`config.mk`:
```
export PLATFORM = sky130hd
export DESIGN_NAME = life_like_row_evolver_top_flat
export DESIGN_NICKNAME = d
export VERILOG_FILES = /design/src/llre_pkg.sv /design/src/llre_if.sv /design/src/life_like_row_evolver_top.sv /design/src/llre_window.sv /design/src/llre_evolve.sv /design/src/llre_result.sv /design/src/flat_wrapper.sv
export VERILOG_INCLUDE_DIRS = /design/src /design/src/src
export SDC_FILE = /design/constraint.sdc
export NUM_CORES = 2
export LEC_CHECK = 0
export BUFFER_PORTS_ARGS = -buffer_cell sky130_fd_sc_hd__clkbuf_2
export CORE_MARGIN = 2
export CORE_UTILIZATION = 55
export CTS_BUF_LIST = sky130_fd_sc_hd__clkbuf_2 sky130_fd_sc_hd__clkbuf_4 sky130_fd_sc_hd__clkbuf_8
export DETAILED_ROUTE_END_ITERATION = 8
export GPL_ROUTABILITY_DRIVEN = 1
export GPL_TIMING_DRIVEN = 0
export PLACE_DENSITY = 0.72
export SLEW_MARGIN = 20
export SYNTH_ARGS = -nofsm -noshare
export SYNTH_HDL_FRONTEND = slang
export SYNTH_SLANG_ARGS = --single-unit
```
`constraint.sdc`:
```
create_clock -name clock -period 33.4 [get_ports clock]
set_input_delay 3.34 -clock clock [delete_from_list [all_inputs] [get_ports clock]]
set_output_delay 3.34 -clock clock [all_outputs]
set_load 0.02 [all_outputs]
```
`src/assert_macros.svh`:
```
// assertion macros shared by the row evolver rtl
// no dependencies; included by the modules that carry assertions
`ifndef ASSERT_MACROS_SVH
`define ASSERT_MACROS_SVH
`ifndef SYNTHESIS
`define LLRE_ASSERT(label, clk, rst, prop, msg) \
   label: assert property (@(posedge clk) disable iff (rst) prop) else $error(msg);
`define LLRE_ASSERT_NEVER(label, clk, rst, expr, msg) \
   label: assert property (@(posedge clk) disable iff (rst) !(expr)) else $error(msg);
`else
`define LLRE_ASSERT(label, clk, rst, prop, msg)
`define LLRE_ASSERT_NEVER(label, clk, rst, expr, msg)
`endif
`endif

```
`src/llre_pkg.sv`:
```
// shared constants and types of the life-like row evolver
// no dependencies; imported by the interfaces and every module
package llre_pkg;

   localparam int CELL_W        = 64;
   localparam int DEF_ROW_CELLS = 64;
   localparam int RULE_W        = 9;
   localparam int ALIVE_W       = 7;
   localparam int TOTAL_W       = 13;
   localparam int CSR_IDX_W     = 2;

   localparam logic [RULE_W-1:0] BIRTH_RESET   = RULE_W'(8);
   localparam logic [RULE_W-1:0] SURVIVE_RESET = RULE_W'(12);

   // register indexes of the csr port
   localparam logic [CSR_IDX_W-1:0] CSR_BIRTH   = CSR_IDX_W'(0);
   localparam logic [CSR_IDX_W-1:0] CSR_SURVIVE = CSR_IDX_W'(1);

   typedef struct packed {
      logic first;
      logic last;
   } llre_tag_type;

endpackage

```
`src/llre_if.sv`:
```
// valid/ready channels of the row evolver: row input, result output, csr write
// depends on llre_pkg
interface llre_req_if;
   import llre_pkg::*;
   logic              valid;
   logic              ready;
   logic [CELL_W-1:0] row_cells;
   logic              left_halo;
   logic              right_halo;
   logic              chunk_start;
   modport source (output valid, row_cells, left_halo, right_halo, chunk_start, input ready);
   modport sink (input valid, row_cells, left_halo, right_halo, chunk_start, output ready);
endinterface

interface llre_rsp_if;
   import llre_pkg::*;
   logic               valid;
   logic               ready;
   logic [CELL_W-1:0]  next_row;
   logic [ALIVE_W-1:0] row_alive;
   logic [TOTAL_W-1:0] chunk_alive;
   logic               last_row;
   modport source (output valid, next_row, row_alive, chunk_alive, last_row, input ready);
   modport sink (input valid, next_row, row_alive, chunk_alive, last_row, output ready);
endinterface

interface llre_csr_if;
   import llre_pkg::*;
   logic                 valid;
   logic                 ready;
   logic [CSR_IDX_W-1:0] index;
   logic [RULE_W-1:0]    data;
   modport source (output valid, index, data, input ready);
   modport sink (input valid, index, data, output ready);
endinterface

```
`src/life_like_row_evolver_top.sv`:
```
// Life-like row evolver: one row of a chunk enters per cycle on req_bus, in the order top
// halo row (chunk_start set), ROW_CELLS rows, bottom halo row; each row after the second
// gives one result on rsp_bus, registered first in the evaluation register and then in
// the result register. Rate is one row per clock while rsp_bus keeps up, set by those two
// registers; req_bus.ready drops only while both hold rows that rsp_bus has not taken.
// Depends on llre_pkg, llre_if, llre_window, llre_evolve and llre_result.
module life_like_row_evolver_top #(
   parameter int ROW_CELLS = llre_pkg::DEF_ROW_CELLS
) (
   input  logic        clock,
   input  logic        reset,
   llre_req_if.sink    req_bus,
   llre_rsp_if.source  rsp_bus,
   llre_csr_if.sink    csr_bus
);
   import llre_pkg::*;

   localparam int CNT_W = $clog2(ROW_CELLS + 1);

   logic                 take;
   logic                 s1_valid;
   llre_tag_type         s1_tag;
   logic [ROW_CELLS+1:0] s1_up, s1_mid, s1_dn;
   logic [RULE_W-1:0]    birth_mask, survive_mask;
   logic [ROW_CELLS-1:0] next_row;
   logic [CNT_W-1:0]     row_count;

   llre_window #(.ROW_CELLS(ROW_CELLS)) u_window (
      .clock    (clock),
      .reset    (reset),
      .req_bus  (req_bus),
      .take     (take),
      .s1_valid (s1_valid),
      .s1_tag   (s1_tag),
      .s1_up    (s1_up),
      .s1_mid   (s1_mid),
      .s1_dn    (s1_dn)
   );

   llre_evolve #(.ROW_CELLS(ROW_CELLS)) u_evolve (
      .up_row       (s1_up),
      .mid_row      (s1_mid),
      .dn_row       (s1_dn),
      .birth_mask   (birth_mask),
      .survive_mask (survive_mask),
      .next_row     (next_row),
      .row_count    (row_count)
   );

   llre_result #(.ROW_CELLS(ROW_CELLS)) u_result (
      .clock        (clock),
      .reset        (reset),
      .csr_bus      (csr_bus),
      .rsp_bus      (rsp_bus),
      .s1_valid     (s1_valid),
      .s1_tag       (s1_tag),
      .next_row     (next_row),
      .row_count    (row_count),
      .take         (take),
      .birth_mask   (birth_mask),
      .survive_mask (survive_mask)
   );

endmodule

```
`src/llre_window.sv`:
```
// row intake: two-row window, chunk row counter and the evaluation register
// depends on llre_pkg, llre_if and assert_macros.svh
`include "assert_macros.svh"

module llre_window #(
   parameter int ROW_CELLS = llre_pkg::DEF_ROW_CELLS
) (
   input  logic                     clock,
   input  logic                     reset,
   llre_req_if.sink                 req_bus,
   input  logic                     take,
   output logic                     s1_valid,
   output llre_pkg::llre_tag_type   s1_tag,
   output logic [ROW_CELLS+1:0]     s1_up,
   output logic [ROW_CELLS+1:0]     s1_mid,
   output logic [ROW_CELLS+1:0]     s1_dn
);
   import llre_pkg::*;

   localparam int WIN_W = ROW_CELLS + 2;
   localparam int RS_W  = $clog2(ROW_CELLS + 3);
   localparam logic [RS_W-1:0] RS_ZERO = RS_W'(0);
   localparam logic [RS_W-1:0] RS_ONE  = RS_W'(1);
   localparam logic [RS_W-1:0] RS_TWO  = RS_W'(2);
   localparam logic [RS_W-1:0] RS_LAST = RS_W'(ROW_CELLS + 1);
   localparam logic [RS_W-1:0] RS_DONE = RS_W'(ROW_CELLS + 2);

   logic [WIN_W-1:0] upper_ff, upper_in;
   logic [WIN_W-1:0] middle_ff, middle_in;
   logic [RS_W-1:0]  rows_seen_ff, rows_seen_in;
   logic             s1_valid_ff, s1_valid_in;
   llre_tag_type     s1_tag_ff, s1_tag_in;
   logic [WIN_W-1:0] s1_up_ff, s1_mid_ff, s1_dn_ff;

   logic [WIN_W-1:0] row_in;
   logic             accept;
   logic             chunk_open;
   logic             produce;

   // halo bits sit at both ends so column i sees its left neighbour at bit i
   assign row_in = {req_bus.right_halo, req_bus.row_cells[ROW_CELLS-1:0], req_bus.left_halo};
   assign req_bus.ready = !s1_valid_ff || take;
   assign accept = req_bus.valid && req_bus.ready;
   assign chunk_open = (rows_seen_ff != RS_ZERO) && (rows_seen_ff < RS_DONE);
   assign produce = accept && !req_bus.chunk_start && (rows_seen_ff >= RS_TWO)
                    && (rows_seen_ff < RS_DONE);

   always_comb begin
      upper_in     = upper_ff;
      middle_in    = middle_ff;
      rows_seen_in = rows_seen_ff;
      if (accept && req_bus.chunk_start) begin
         upper_in     = '0;
         middle_in    = row_in;
         rows_seen_in = RS_ONE;
      end else if (accept && chunk_open) begin
         upper_in     = middle_ff;
         middle_in    = row_in;
         rows_seen_in = rows_seen_ff + RS_ONE;
      end
   end

   always_comb begin
      s1_valid_in     = produce || (s1_valid_ff && !take);
      s1_tag_in.first = (rows_seen_ff == RS_TWO);
      s1_tag_in.last  = (rows_seen_ff == RS_LAST);
   end

   always_ff @(posedge clock) begin
      if (reset) begin
         upper_ff     <= '0;
         middle_ff    <= '0;
         rows_seen_ff <= RS_ZERO;
         s1_valid_ff  <= 1'b0;
      end else begin
         upper_ff     <= upper_in;
         middle_ff    <= middle_in;
         rows_seen_ff <= rows_seen_in;
         s1_valid_ff  <= s1_valid_in;
      end
   end

   always_ff @(posedge clock) begin
      if (produce) begin
         s1_tag_ff <= s1_tag_in;
         s1_up_ff  <= upper_ff;
         s1_mid_ff <= middle_ff;
         s1_dn_ff  <= row_in;
      end
   end

   assign s1_valid = s1_valid_ff;
   assign s1_tag   = s1_tag_ff;
   assign s1_up    = s1_up_ff;
   assign s1_mid   = s1_mid_ff;
   assign s1_dn    = s1_dn_ff;

   `LLRE_ASSERT_NEVER(a_rows_bound, clock, reset, rows_seen_ff > RS_DONE, "row counter overran")
   `LLRE_ASSERT(a_start_loads, clock, reset, (accept && req_bus.chunk_start) |=> (rows_seen_ff == RS_ONE), "chunk start did not open a chunk")
   `LLRE_ASSERT(a_stall_holds, clock, reset, (s1_valid_ff && !take) |=> s1_valid_ff, "evaluated row dropped while stalled")
   `LLRE_ASSERT_NEVER(a_tag_excl, clock, reset, s1_valid_ff && s1_tag_ff.first && s1_tag_ff.last, "row tagged first and last")

endmodule

```
`src/llre_evolve.sv`:
```
// next-generation rule: bit-sliced neighbour count and birth/survive lookup
// depends on llre_pkg
module llre_evolve #(
   parameter int ROW_CELLS = llre_pkg::DEF_ROW_CELLS
) (
   input  logic [ROW_CELLS+1:0]                 up_row,
   input  logic [ROW_CELLS+1:0]                 mid_row,
   input  logic [ROW_CELLS+1:0]                 dn_row,
   input  logic [llre_pkg::RULE_W-1:0]          birth_mask,
   input  logic [llre_pkg::RULE_W-1:0]          survive_mask,
   output logic [ROW_CELLS-1:0]                 next_row,
   output logic [$clog2(ROW_CELLS+1)-1:0]       row_count
);
   import llre_pkg::*;

   localparam int CNT_W = $clog2(ROW_CELLS + 1);

   logic [ROW_CELLS-1:0] plane [8];
   logic [ROW_CELLS-1:0] sum_bit [4];
   logic [15:0]          birth_wide;
   logic [15:0]          survive_wide;

   // eight neighbour planes, each already shifted onto the target column
   assign plane[0] = up_row[ROW_CELLS-1:0];
   assign plane[1] = up_row[ROW_CELLS:1];
   assign plane[2] = up_row[ROW_CELLS+1:2];
   assign plane[3] = mid_row[ROW_CELLS-1:0];
   assign plane[4] = mid_row[ROW_CELLS+1:2];
   assign plane[5] = dn_row[ROW_CELLS-1:0];
   assign plane[6] = dn_row[ROW_CELLS:1];
   assign plane[7] = dn_row[ROW_CELLS+1:2];

   // counts never exceed eight, upper codes read as zero
   assign birth_wide   = 16'(birth_mask);
   assign survive_wide = 16'(survive_mask);

   // ripple each plane into a 4-bit per-column counter
   always_comb begin
      logic [ROW_CELLS-1:0] k0, k1, k2;
      for (int b = 0; b < 4; b++) begin
         sum_bit[b] = '0;
      end
      for (int p = 0; p < 8; p++) begin
         k0 = sum_bit[0] & plane[p];
         sum_bit[0] = sum_bit[0] ^ plane[p];
         k1 = sum_bit[1] & k0;
         sum_bit[1] = sum_bit[1] ^ k0;
         k2 = sum_bit[2] & k1;
         sum_bit[2] = sum_bit[2] ^ k1;
         sum_bit[3] = sum_bit[3] ^ k2;
      end
   end

   always_comb begin
      logic [3:0] cnt;
      for (int i = 0; i < ROW_CELLS; i++) begin
         cnt = {sum_bit[3][i], sum_bit[2][i], sum_bit[1][i], sum_bit[0][i]};
         next_row[i] = mid_row[i+1] ? survive_wide[cnt] : birth_wide[cnt];
      end
   end

   // pairwise adder tree, log-depth over the padded row
   always_comb begin
      logic [CELL_W-1:0]  padded;
      logic [ALIVE_W-1:0] part [CELL_W];
      padded = CELL_W'(next_row);
      for (int i = 0; i < CELL_W; i++) begin
         part[i] = ALIVE_W'(padded[i]);
      end
      for (int step = 1; step < CELL_W; step = step * 2) begin
         for (int i = 0; i < CELL_W; i = i + 2 * step) begin
            part[i] = part[i] + part[i+step];
         end
      end
      row_count = CNT_W'(part[0]);
   end

endmodule

```
`src/llre_result.sv`:
```
// rule registers, chunk live total and the result register
// depends on llre_pkg, llre_if and assert_macros.svh
`include "assert_macros.svh"

module llre_result #(
   parameter int ROW_CELLS = llre_pkg::DEF_ROW_CELLS
) (
   input  logic                               clock,
   input  logic                               reset,
   llre_csr_if.sink                           csr_bus,
   llre_rsp_if.source                         rsp_bus,
   input  logic                               s1_valid,
   input  llre_pkg::llre_tag_type             s1_tag,
   input  logic [ROW_CELLS-1:0]               next_row,
   input  logic [$clog2(ROW_CELLS+1)-1:0]     row_count,
   output logic                               take,
   output logic [llre_pkg::RULE_W-1:0]        birth_mask,
   output logic [llre_pkg::RULE_W-1:0]        survive_mask
);
   import llre_pkg::*;

   localparam int CNT_W = $clog2(ROW_CELLS + 1);

   logic [RULE_W-1:0]    birth_ff, birth_in;
   logic [RULE_W-1:0]    survive_ff, survive_in;
   logic                 out_valid_ff, out_valid_in;
   logic [ROW_CELLS-1:0] next_row_ff;
   logic [CNT_W-1:0]     row_alive_ff;
   logic                 last_row_ff;
   logic [TOTAL_W-1:0]   chunk_alive_ff, chunk_alive_in;
   logic                 load;

   assign csr_bus.ready = 1'b1;

   always_comb begin
      birth_in   = birth_ff;
      survive_in = survive_ff;
      if (csr_bus.valid) begin
         case (csr_bus.index)
            CSR_BIRTH:   birth_in = csr_bus.data;
            CSR_SURVIVE: survive_in = csr_bus.data;
            default: ;
         endcase
      end
   end

   assign take = !out_valid_ff || rsp_bus.ready;
   assign load = s1_valid && take;

   always_comb begin
      out_valid_in   = load || (out_valid_ff && !rsp_bus.ready);
      chunk_alive_in = chunk_alive_ff;
      // the first result of a chunk restarts the total
      if (load) begin
         if (s1_tag.first) begin
            chunk_alive_in = TOTAL_W'(row_count);
         end else begin
            chunk_alive_in = chunk_alive_ff + TOTAL_W'(row_count);
         end
      end
   end

   always_ff @(posedge clock) begin
      if (reset) begin
         birth_ff       <= BIRTH_RESET;
         survive_ff     <= SURVIVE_RESET;
         out_valid_ff   <= 1'b0;
         chunk_alive_ff <= '0;
      end else begin
         birth_ff       <= birth_in;
         survive_ff     <= survive_in;
         out_valid_ff   <= out_valid_in;
         chunk_alive_ff <= chunk_alive_in;
      end
   end

   always_ff @(posedge clock) begin
      if (load) begin
         next_row_ff  <= next_row;
         row_alive_ff <= row_count;
         last_row_ff  <= s1_tag.last;
      end
   end

   assign birth_mask          = birth_ff;
   assign survive_mask        = survive_ff;
   assign rsp_bus.valid       = out_valid_ff;
   assign rsp_bus.next_row    = CELL_W'(next_row_ff);
   assign rsp_bus.row_alive   = ALIVE_W'(row_alive_ff);
   assign rsp_bus.chunk_alive = chunk_alive_ff;
   assign rsp_bus.last_row    = last_row_ff;

   `LLRE_ASSERT_NEVER(a_alive_bound, clock, reset, out_valid_ff && (row_alive_ff > CNT_W'(ROW_CELLS)), "row count above row width")
   `LLRE_ASSERT(a_first_total, clock, reset, (load && s1_tag.first) |=> (chunk_alive_ff == TOTAL_W'(row_alive_ff)), "chunk total not restarted")
   `LLRE_ASSERT(a_total_grows, clock, reset, (load && !s1_tag.first) |=> (chunk_alive_ff == TOTAL_W'($past(chunk_alive_ff) + TOTAL_W'(row_alive_ff))), "chunk total not accumulated")

endmodule

```
`src/flat_wrapper.sv`:
```
// flat-port wrapper written by rule: the top's interface ports become plain ports
module life_like_row_evolver_top_flat import llre_pkg::*;
#(
   parameter int ROW_CELLS = llre_pkg::DEF_ROW_CELLS
)
  (clock, reset, req_bus_valid, req_bus_row_cells, req_bus_left_halo, req_bus_right_halo, req_bus_chunk_start, req_bus_ready, rsp_bus_valid, rsp_bus_next_row, rsp_bus_row_alive, rsp_bus_chunk_alive, rsp_bus_last_row, rsp_bus_ready, csr_bus_valid, csr_bus_index, csr_bus_data, csr_bus_ready);
  llre_req_if req_bus_i ();
  llre_rsp_if rsp_bus_i ();
  llre_csr_if csr_bus_i ();
  input  logic clock;
  input  logic reset;
  input wire logic [$bits(req_bus_i.valid)-1:0] req_bus_valid;
  input wire logic [$bits(req_bus_i.row_cells)-1:0] req_bus_row_cells;
  input wire logic [$bits(req_bus_i.left_halo)-1:0] req_bus_left_halo;
  input wire logic [$bits(req_bus_i.right_halo)-1:0] req_bus_right_halo;
  input wire logic [$bits(req_bus_i.chunk_start)-1:0] req_bus_chunk_start;
  output wire logic [$bits(req_bus_i.ready)-1:0] req_bus_ready;
  output wire logic [$bits(rsp_bus_i.valid)-1:0] rsp_bus_valid;
  output wire logic [$bits(rsp_bus_i.next_row)-1:0] rsp_bus_next_row;
  output wire logic [$bits(rsp_bus_i.row_alive)-1:0] rsp_bus_row_alive;
  output wire logic [$bits(rsp_bus_i.chunk_alive)-1:0] rsp_bus_chunk_alive;
  output wire logic [$bits(rsp_bus_i.last_row)-1:0] rsp_bus_last_row;
  input wire logic [$bits(rsp_bus_i.ready)-1:0] rsp_bus_ready;
  input wire logic [$bits(csr_bus_i.valid)-1:0] csr_bus_valid;
  input wire logic [$bits(csr_bus_i.index)-1:0] csr_bus_index;
  input wire logic [$bits(csr_bus_i.data)-1:0] csr_bus_data;
  output wire logic [$bits(csr_bus_i.ready)-1:0] csr_bus_ready;
  assign req_bus_i.valid = req_bus_valid;
  assign req_bus_i.row_cells = req_bus_row_cells;
  assign req_bus_i.left_halo = req_bus_left_halo;
  assign req_bus_i.right_halo = req_bus_right_halo;
  assign req_bus_i.chunk_start = req_bus_chunk_start;
  assign req_bus_ready = req_bus_i.ready;
  assign rsp_bus_valid = rsp_bus_i.valid;
  assign rsp_bus_next_row = rsp_bus_i.next_row;
  assign rsp_bus_row_alive = rsp_bus_i.row_alive;
  assign rsp_bus_chunk_alive = rsp_bus_i.chunk_alive;
  assign rsp_bus_last_row = rsp_bus_i.last_row;
  assign rsp_bus_i.ready = rsp_bus_ready;
  assign csr_bus_i.valid = csr_bus_valid;
  assign csr_bus_i.index = csr_bus_index;
  assign csr_bus_i.data = csr_bus_data;
  assign csr_bus_ready = csr_bus_i.ready;
  life_like_row_evolver_top #(.ROW_CELLS(ROW_CELLS)) u_core (.clock(clock), .reset(reset), .req_bus(req_bus_i), .rsp_bus(rsp_bus_i), .csr_bus(csr_bus_i));
endmodule
```
# ---- Word-level counts from Yosys, hierarchy flattened
# Index checks and enable logic that the tools add are counted.
# Widths: inputs -> output; s select.
dict set report classes {
  n_bitwise 40
  muxes 325
  magnitude_cmp 66
  n_addsub 65
  n_reduce_logical 25
  n_eq_ne 3
}
# operator n
set ops {}
lappend ops {{$xor 64x64->64} 22}
lappend ops {{$and 64x64->64} 18}
lappend ops {{$bmux 1 s4} 128}
lappend ops {{$lt 4x5->1 const B} 64}
lappend ops {{$mux 1} 194}
lappend ops {{$mux 66} 2}
lappend ops {{$add 7x7->7} 16}
lappend ops {{$add 1x1->2} 32}
lappend ops {{$add 2x2->3} 15}
lappend ops {{$add 13x7->13} 1}
lappend ops {{$mux 13} 1}
lappend ops {{$logic_and 1x1->1} 10}
lappend ops {{$add 7x1->7 const B} 1}
lappend ops {{$eq 7x2->1 const B} 1}
lappend ops {{$eq 7x7->1 const B} 1}
lappend ops {{$ge 7x2->1 const B} 1}
lappend ops {{$lt 7x7->1 const B} 1}
lappend ops {{$reduce_bool 7->1} 1}
lappend ops {{$logic_not 1->1} 5}
lappend ops {{$logic_or 1x1->1} 4}
lappend ops {{$reduce_and 2->1} 2}
lappend ops {{$eq 2x1->1 const B} 1}
lappend ops {{$logic_not 2->1} 1}
lappend ops {{$reduce_bool 2->1} 1}
lappend ops {{$reduce_or 2->1} 1}
dict set report totals {
  input_bits 83
  register_bits 444
}

# ---- Depth between registers and ports, before layout
dict set report depth {
  depth_word 21
  depth_mapped 44
  depth_no_buf 44
}

# ---- Hierarchy
# A second synthesis with hierarchy kept.
dict set report hier_totals {
  hier_cells 4078
  area_unflattened_um2 48383.9
}
# module area_each_um2 cells_each n_inst
set modules_own_cells {}
lappend modules_own_cells {llre_evolve 32622.5 2974 1}
lappend modules_own_cells {llre_window 11955.2 851 1}
lappend modules_own_cells {llre_result 3806.2 253 1}

# ---- Worst setup path after synthesis
# Ideal clock, no wire load.
dict set report synth_timing {
  path_kind {input -> register}
  startpoint {in rsp_bus_ready}
  endpoint {reg u_core.u_window.s1_dn_ff[0], in the netlist u_core.u_window.s1_dn[0] (enable)}
  arrival_time_ns 24.063
  cell_stages 3
  path_buffers 0
  required_time_ns 32.075
  path_slack_ns 8.012
  cell_sequence {nand3b_1 > nand2_1 > nor4b_1}
}
dict set report synth_between {
  elab_chain_len 6
}
# element line
set synth_rtl {}
lappend synth_rtl {{from (decl)} flat_wrapper.sv:23} ;# input wire logic [$bits(rsp_bus_i.ready)-1:0] rsp_bus_ready;
lappend synth_rtl {{$logic_or 1x1->1} llre_result.sv:47} ;# assign take = !out_valid_ff || rsp_bus.ready;
lappend synth_rtl {{$logic_or 1x1->1} llre_window.sv:42} ;# assign req_bus.ready = !s1_valid_ff || take;
lappend synth_rtl {{$logic_and 1x1->1} llre_window.sv:43} ;# assign accept = req_bus.valid && req_bus.ready;
lappend synth_rtl {{$logic_and 1x1->1 (2 in a row)} llre_window.sv:45} ;# assign produce = accept && !req_bus.chunk_start && (rows_seen_ff >= RS_TWO)
lappend synth_rtl {{$logic_and 1x1->1} llre_window.sv:46} ;# && (rows_seen_ff < RS_DONE);
lappend synth_rtl {{named net u_core.u_window.produce} llre_window.sv:38} ;# logic produce;
lappend synth_rtl {{to (signal assigned)} llre_window.sv:88} ;# s1_dn_ff <= row_in;
lappend synth_rtl {{to (decl)} llre_window.sv:33} ;# logic [WIN_W-1:0] s1_up_ff, s1_mid_ff, s1_dn_ff;
# The timed path passes the listed nets, and every way through them passes these cells.
# A chain may end at the register's enable or synchronous reset.

# ---- Worst setup path in the final report
dict set report layout_timing {
  startpoint {reg u_core.u_window.s1_up_ff[43], in the netlist u_core.u_window.s1_up[43]}
  endpoint {reg u_core.u_result.chunk_alive_ff[7], in the netlist u_core.u_result.rsp_bus.chunk_alive[7]}
}
dict set report layout_between {
  elab_chain_len 21
  word_cells_on_any_way 64
  classes_between {8 x add/sub; 16 x mux; 40 x bitwise}
}
# element line
set layout_rtl {}
lappend layout_rtl {{from (decl)} llre_window.sv:33}
lappend layout_rtl {{from (signal assigned)} llre_window.sv:86} ;# s1_up_ff <= upper_ff;
lappend layout_rtl {{$xor 64x64->64} llre_evolve.sv:45} ;# sum_bit[0] = sum_bit[0] ^ plane[p];
lappend layout_rtl {{$and 64x64->64 / $xor 64x64->64 (equally long branches)} {llre_evolve.sv:44, llre_evolve.sv:45}}
lappend layout_rtl {{$xor 64x64->64 (tied with other cells)} llre_evolve.sv:47} ;# sum_bit[1] = sum_bit[1] ^ k0;
lappend layout_rtl {{$and 64x64->64 (tied with other cells)} llre_evolve.sv:46} ;# k1 = sum_bit[1] & k0;
lappend layout_rtl {{$xor 64x64->64 (tied with other cells)} llre_evolve.sv:49} ;# sum_bit[2] = sum_bit[2] ^ k1;
lappend layout_rtl {{$and 64x64->64 (tied with other cells)} llre_evolve.sv:48} ;# k2 = sum_bit[2] & k1;
lappend layout_rtl {{$xor 64x64->64 (tied with other cells) (2 in a row)} llre_evolve.sv:50} ;# sum_bit[3] = sum_bit[3] ^ k2;
lappend layout_rtl {{$xor 64x64->64 / $and 64x64->64 (equally long branches)} {llre_evolve.sv:50, llre_evolve.sv:48}}
lappend layout_rtl {{[... 3 more ...]} n/a}
lappend layout_rtl {{$mux 1 (*)} llre_evolve.sv:58} ;# next_row[i] = mid_row[i+1] ? survive_wide[cnt] : birth_wide[cnt];
lappend layout_rtl {{named net u_core.next_row[43]} life_like_row_evolver_top.sv:25} ;# logic [ROW_CELLS-1:0] next_row;
lappend layout_rtl {{$add 1x1->2 (*)} llre_evolve.sv:72} ;# part[i] = part[i] + part[i+step];
lappend layout_rtl {{$add 2x2->3 (*)} llre_evolve.sv:72}
lappend layout_rtl {{$add 7x7->7 (*) (4 in a row)} llre_evolve.sv:72}
lappend layout_rtl {{named net u_core.row_count[4]} life_like_row_evolver_top.sv:26} ;# logic [CNT_W-1:0] row_count;
lappend layout_rtl {{$add 13x7->13 (*)} llre_result.sv:58} ;# chunk_alive_in = chunk_alive_ff + TOTAL_W'(row_count);
lappend layout_rtl {{$mux 13 (*)} llre_result.sv:55} ;# if (s1_tag.first) begin
lappend layout_rtl {{to (signal assigned)} llre_result.sv:73} ;# chunk_alive_ff <= chunk_alive_in;
lappend layout_rtl {{to (decl)} llre_result.sv:30} ;# logic [TOTAL_W-1:0] chunk_alive_ff, chunk_alive_in;
# The timed path passes the listed nets; every way through them passes the cells marked *. The select of a mux whose other input is x is not followed.

==> run summary <==
Outcome -> finished with violations
Violated checks -> DRC
Startpoint types -> flop
Routed wire length -> 139,000 um
Initial antenna violation count -> 15
Pwr Density -> 87.8 mW/mm2
# rows -> 108
Drt pass-1 iters -> 9
Pint -> 2360 uW
Final hold vios -> 0
Setup WS pre-CTS -> 21.73 ns
Clock group share of total power -> 0.124
Relative slew slack -> 0.111
Peak supply drop -> 0.430 mV
Worst hold start -> u_core.u_window.s1_tag[0]$_DFFE_PP_
RR Endpoint -> u_core.u_result.rsp_bus.chunk_alive[7]$_SDFFE_PP0P_
Area growth syn-to-layout -> 9.08%
Setup repair bufs after CTS -> 0
CTS sink count -> 444
Leading cell types in the layout, fill and taps excluded -> 1,079 x ha_1, 585 x inv_1, 300 x mux4_2
Psw -> 2240 uW
Post-route setup TNS -> 0 ns
I/O Buffers -> 169
Layout Nets -> 5,790
Root buf cell -> clkbuf_8
WL per Instance -> 24.8 um
Switching share of power -> 0.487
Min Tclk post-route -> 11.79 ns
Crit Path Category -> flop to flop
Core area -> 0.0866 mm2
Finished Layout Cells -> 5,615
Unique cell type count in the Yosys netlist -> 56
Critical Path Most Common Cell -> fa_1
Number of max-cap violations -> 0
Die area -> 0.0896 mm2
Crit path DAT -> 12.43 ns
First-pass GRT wire length -> 208,000 um
Static Leakage -> 0.0234 uW
Share of cells above drive strength 1 -> 0.156
Post-synth EDFFs -> 272
Largest net degree at the start of global routing -> 45
Worst-margin pin slew -> 1.33 ns
Avg Vias per Cell -> 6.00
RR Startpoint -> u_core.u_window.s1_up[43]$_DFFE_PP_
Hold-critical path depth -> 0
Post-synth net total -> 5,508
Slowest-stage cell, CP -> fa_1
GRT Util Overall -> 0.315
Placed cells -> 5,455
Post-CTS sizing -> 0
Total number of vias -> 33,708
Hold EP -> u_core.u_result.rsp_bus.last_row$_DFFE_PP_
Worst EP required -> 34.05 ns
Die height -> 299 um
Register area share after synthesis -> 0.242
Fin worst setup slack -> 21.61 ns
Iter 0 DRT Violations -> 3,168
GP Congestion -> 1.06
ANT nets after route -> 0
Yosys warning total -> 0
Primary FF master, synth -> edfxtp_1
Setup crit end kind -> flop
Critical Path Max Stage Delay -> 0.59 ns
H-Tree Depth -> 3
Async SR Flop Fraction -> 0
Mapped Area -> 0.0480 mm2
R2R cell count -> 41
Grt total ovfl -> 0
Hold-fix buffers, CTS -> 0
Vias in the first global route -> 33,994
Clk slew on worst S/H paths -> 0.06 ns
Clk_lat worst skew -> 0.75 ns
Post-synthesis cell count -> 4,096
Min-delay worst type -> flop to flop
Most common cell after layout, fill and taps aside -> ha_1
Synth Register Bits -> 444
Initial Util -> 0.554
Max Clock Freq -> 84.8 MHz
Syn_area_per_cell -> 11.7 um2
FF-to-FF setup slack -> 21.61 ns
Die W -> 299 um
Max clock buf depth -> 3
RSZ-0062 raised after global routing -> false
Max-slew violation count -> 0
Endpoints failing setup -> 0
TritonCTS clock tree -> built
Period utilisation layout -> 0.353
# DRC -> 1
Num CTS Buffers -> 76
CP max FO -> 6
Io pins -> 171
Part of the power in combinational logic -> 0.725
Final Skew -> 0.0472 ns
Sequential share of power -> 0.151
Post-detailed-placement half-perimeter wirelength -> 107,000 um
==> cells by family after synthesis <==
logic type      Yosys count  synth area share
fa+ha+maj              1329             0.386
xor+xnor                211            0.0385
simple gates            574            0.0569
compound gates          199            0.0257
other cells               1         0.0000781
flops                   444             0.242
buf+inv                 830            0.0666
mux                     508             0.185
==> registers in the layout (all words and copies together), names as in the netlist, 9 cells and up <==
name,cells
u_core.u_result.rsp_bus.chunk_alive,13
u_core.u_window.middle_ff,66
u_core.u_result.birth_mask,9
u_core.u_window.s1_mid,66
u_core.u_result.survive_mask,9
u_core.u_window.s1_up,66
u_core.u_result.rsp_bus.next_row,64
u_core.u_window.s1_dn,66
u_core.u_window.upper_ff,66
==> Yosys cell counts, types with 63 or more instances <==
master    number  area (um2)
mux4_2       300        6760
inv_1        585        2200
edfxtp_1     272        8170
clkbuf_1     221         830
fa_1         250        5000
dfxtp_1      172        3440
nor2_1        63         236
mux2i_1      190        1900
xor2_1        71         622
nand2b_1     135         845
nand2_1      258         968
ha_1        1079       13500
a21oi_1      101         505
xnor2_1      140        1230
==> worst max-delay path: cells and delay by family, from the launching register on <==
| family | cells | cell delay [ns] |
|---|---|---|
| flops | 1 | 0.54 |
| simple gates | 1 | 0.08 |
| compound gates | 5 | 1.08 |
| mux | 2 | 0.77 |
| buf+inv | 11 | 0.80 |
| fa+ha+maj | 19 | 7.69 |
| xor+xnor | 3 | 0.78 |
==> worst max-delay path by stage <==
| stage | from | end | slack [ns] | cells past startpoint |
|---|---|---|---|---|
| global placement | rsp_bus_ready | u_core.u_window.s1_up[39]$_DFFE_PP_ | -2.47 | 4 |
| floorplan | rsp_bus_ready | u_core.u_window.s1_dn[0]$_DFFE_PP_ | 8.01 | 3 |
| finish | u_core.u_window.s1_up[43]$_DFFE_PP_ | u_core.u_result.rsp_bus.chunk_alive[7]$_SDFFE_PP0P_ | 21.61 | 41 |
| detailed placement | u_core.u_window.s1_up[43]$_DFFE_PP_ | u_core.u_result.rsp_bus.chunk_alive[7]$_SDFFE_PP0P_ | 21.73 | 41 |
| CTS | u_core.u_window.s1_up[43]$_DFFE_PP_ | u_core.u_result.rsp_bus.chunk_alive[7]$_SDFFE_PP0P_ | 21.66 | 41 |
| global route | u_core.u_window.s1_up[43]$_DFFE_PP_ | u_core.u_result.rsp_bus.chunk_alive[7]$_SDFFE_PP0P_ | 21.07 | 41 |
==> stage by stage <==
step / hold slack (ns) / area [um2] / power (uW) / utilization
2_1_floorplan: 0.400 / 48000 / 3030 / -
3_3_place_gp: 0.405 / 50300 / 3910 / 0.580
3_5_place_dp: 0.408 / 50500 / 3990 / 0.583
4_1_cts: 0.423 / 52300 / 4590 / 0.604
5_1_grt: 0.431 / 52300 / 4980 / 0.604
6_report: 0.420 / 52300 / 4600 / 0.604
==> final cells by class <==
| type | instances | area (um2) |
|---|---|---|
| Fill cell | 7002 | 34300 |
| Multi-Input combinational cell | 2822 | 33200 |
| Sequential cell | 444 | 11600 |
| Inverter | 585 | 2200 |
| Tap cell | 1155 | 1450 |
| Clock buffer | 107 | 1350 |
| Timing Repair Buffer | 204 | 1080 |
| Buffer | 245 | 1010 |
| Clock inverter | 33 | 412 |
| Antenna cell | 20 | 50.0 |
==> metal layers <==
metal,track usage,share of wire,vias up
li1,-,-,14819
met1,0.402,0.39,16602
met2,0.500,0.45,1810
met3,0.0917,0.11,471
met4,0.140,0.054,6
met5,0,0.00026,-
==> power by group through the flow <==
stage / combinational, uW / sequential (uW) / clock (uW)
final: 3330 / 696 / 570
after global routing: 3680 / 698 / 603
after global placement: 3200 / 710 / 0
after detailed placement: 3280 / 708 / 0
after CTS: 3310 / 696 / 583
after floorplan: 2320 / 707 / 0
(Power assumes the default switching activity.)
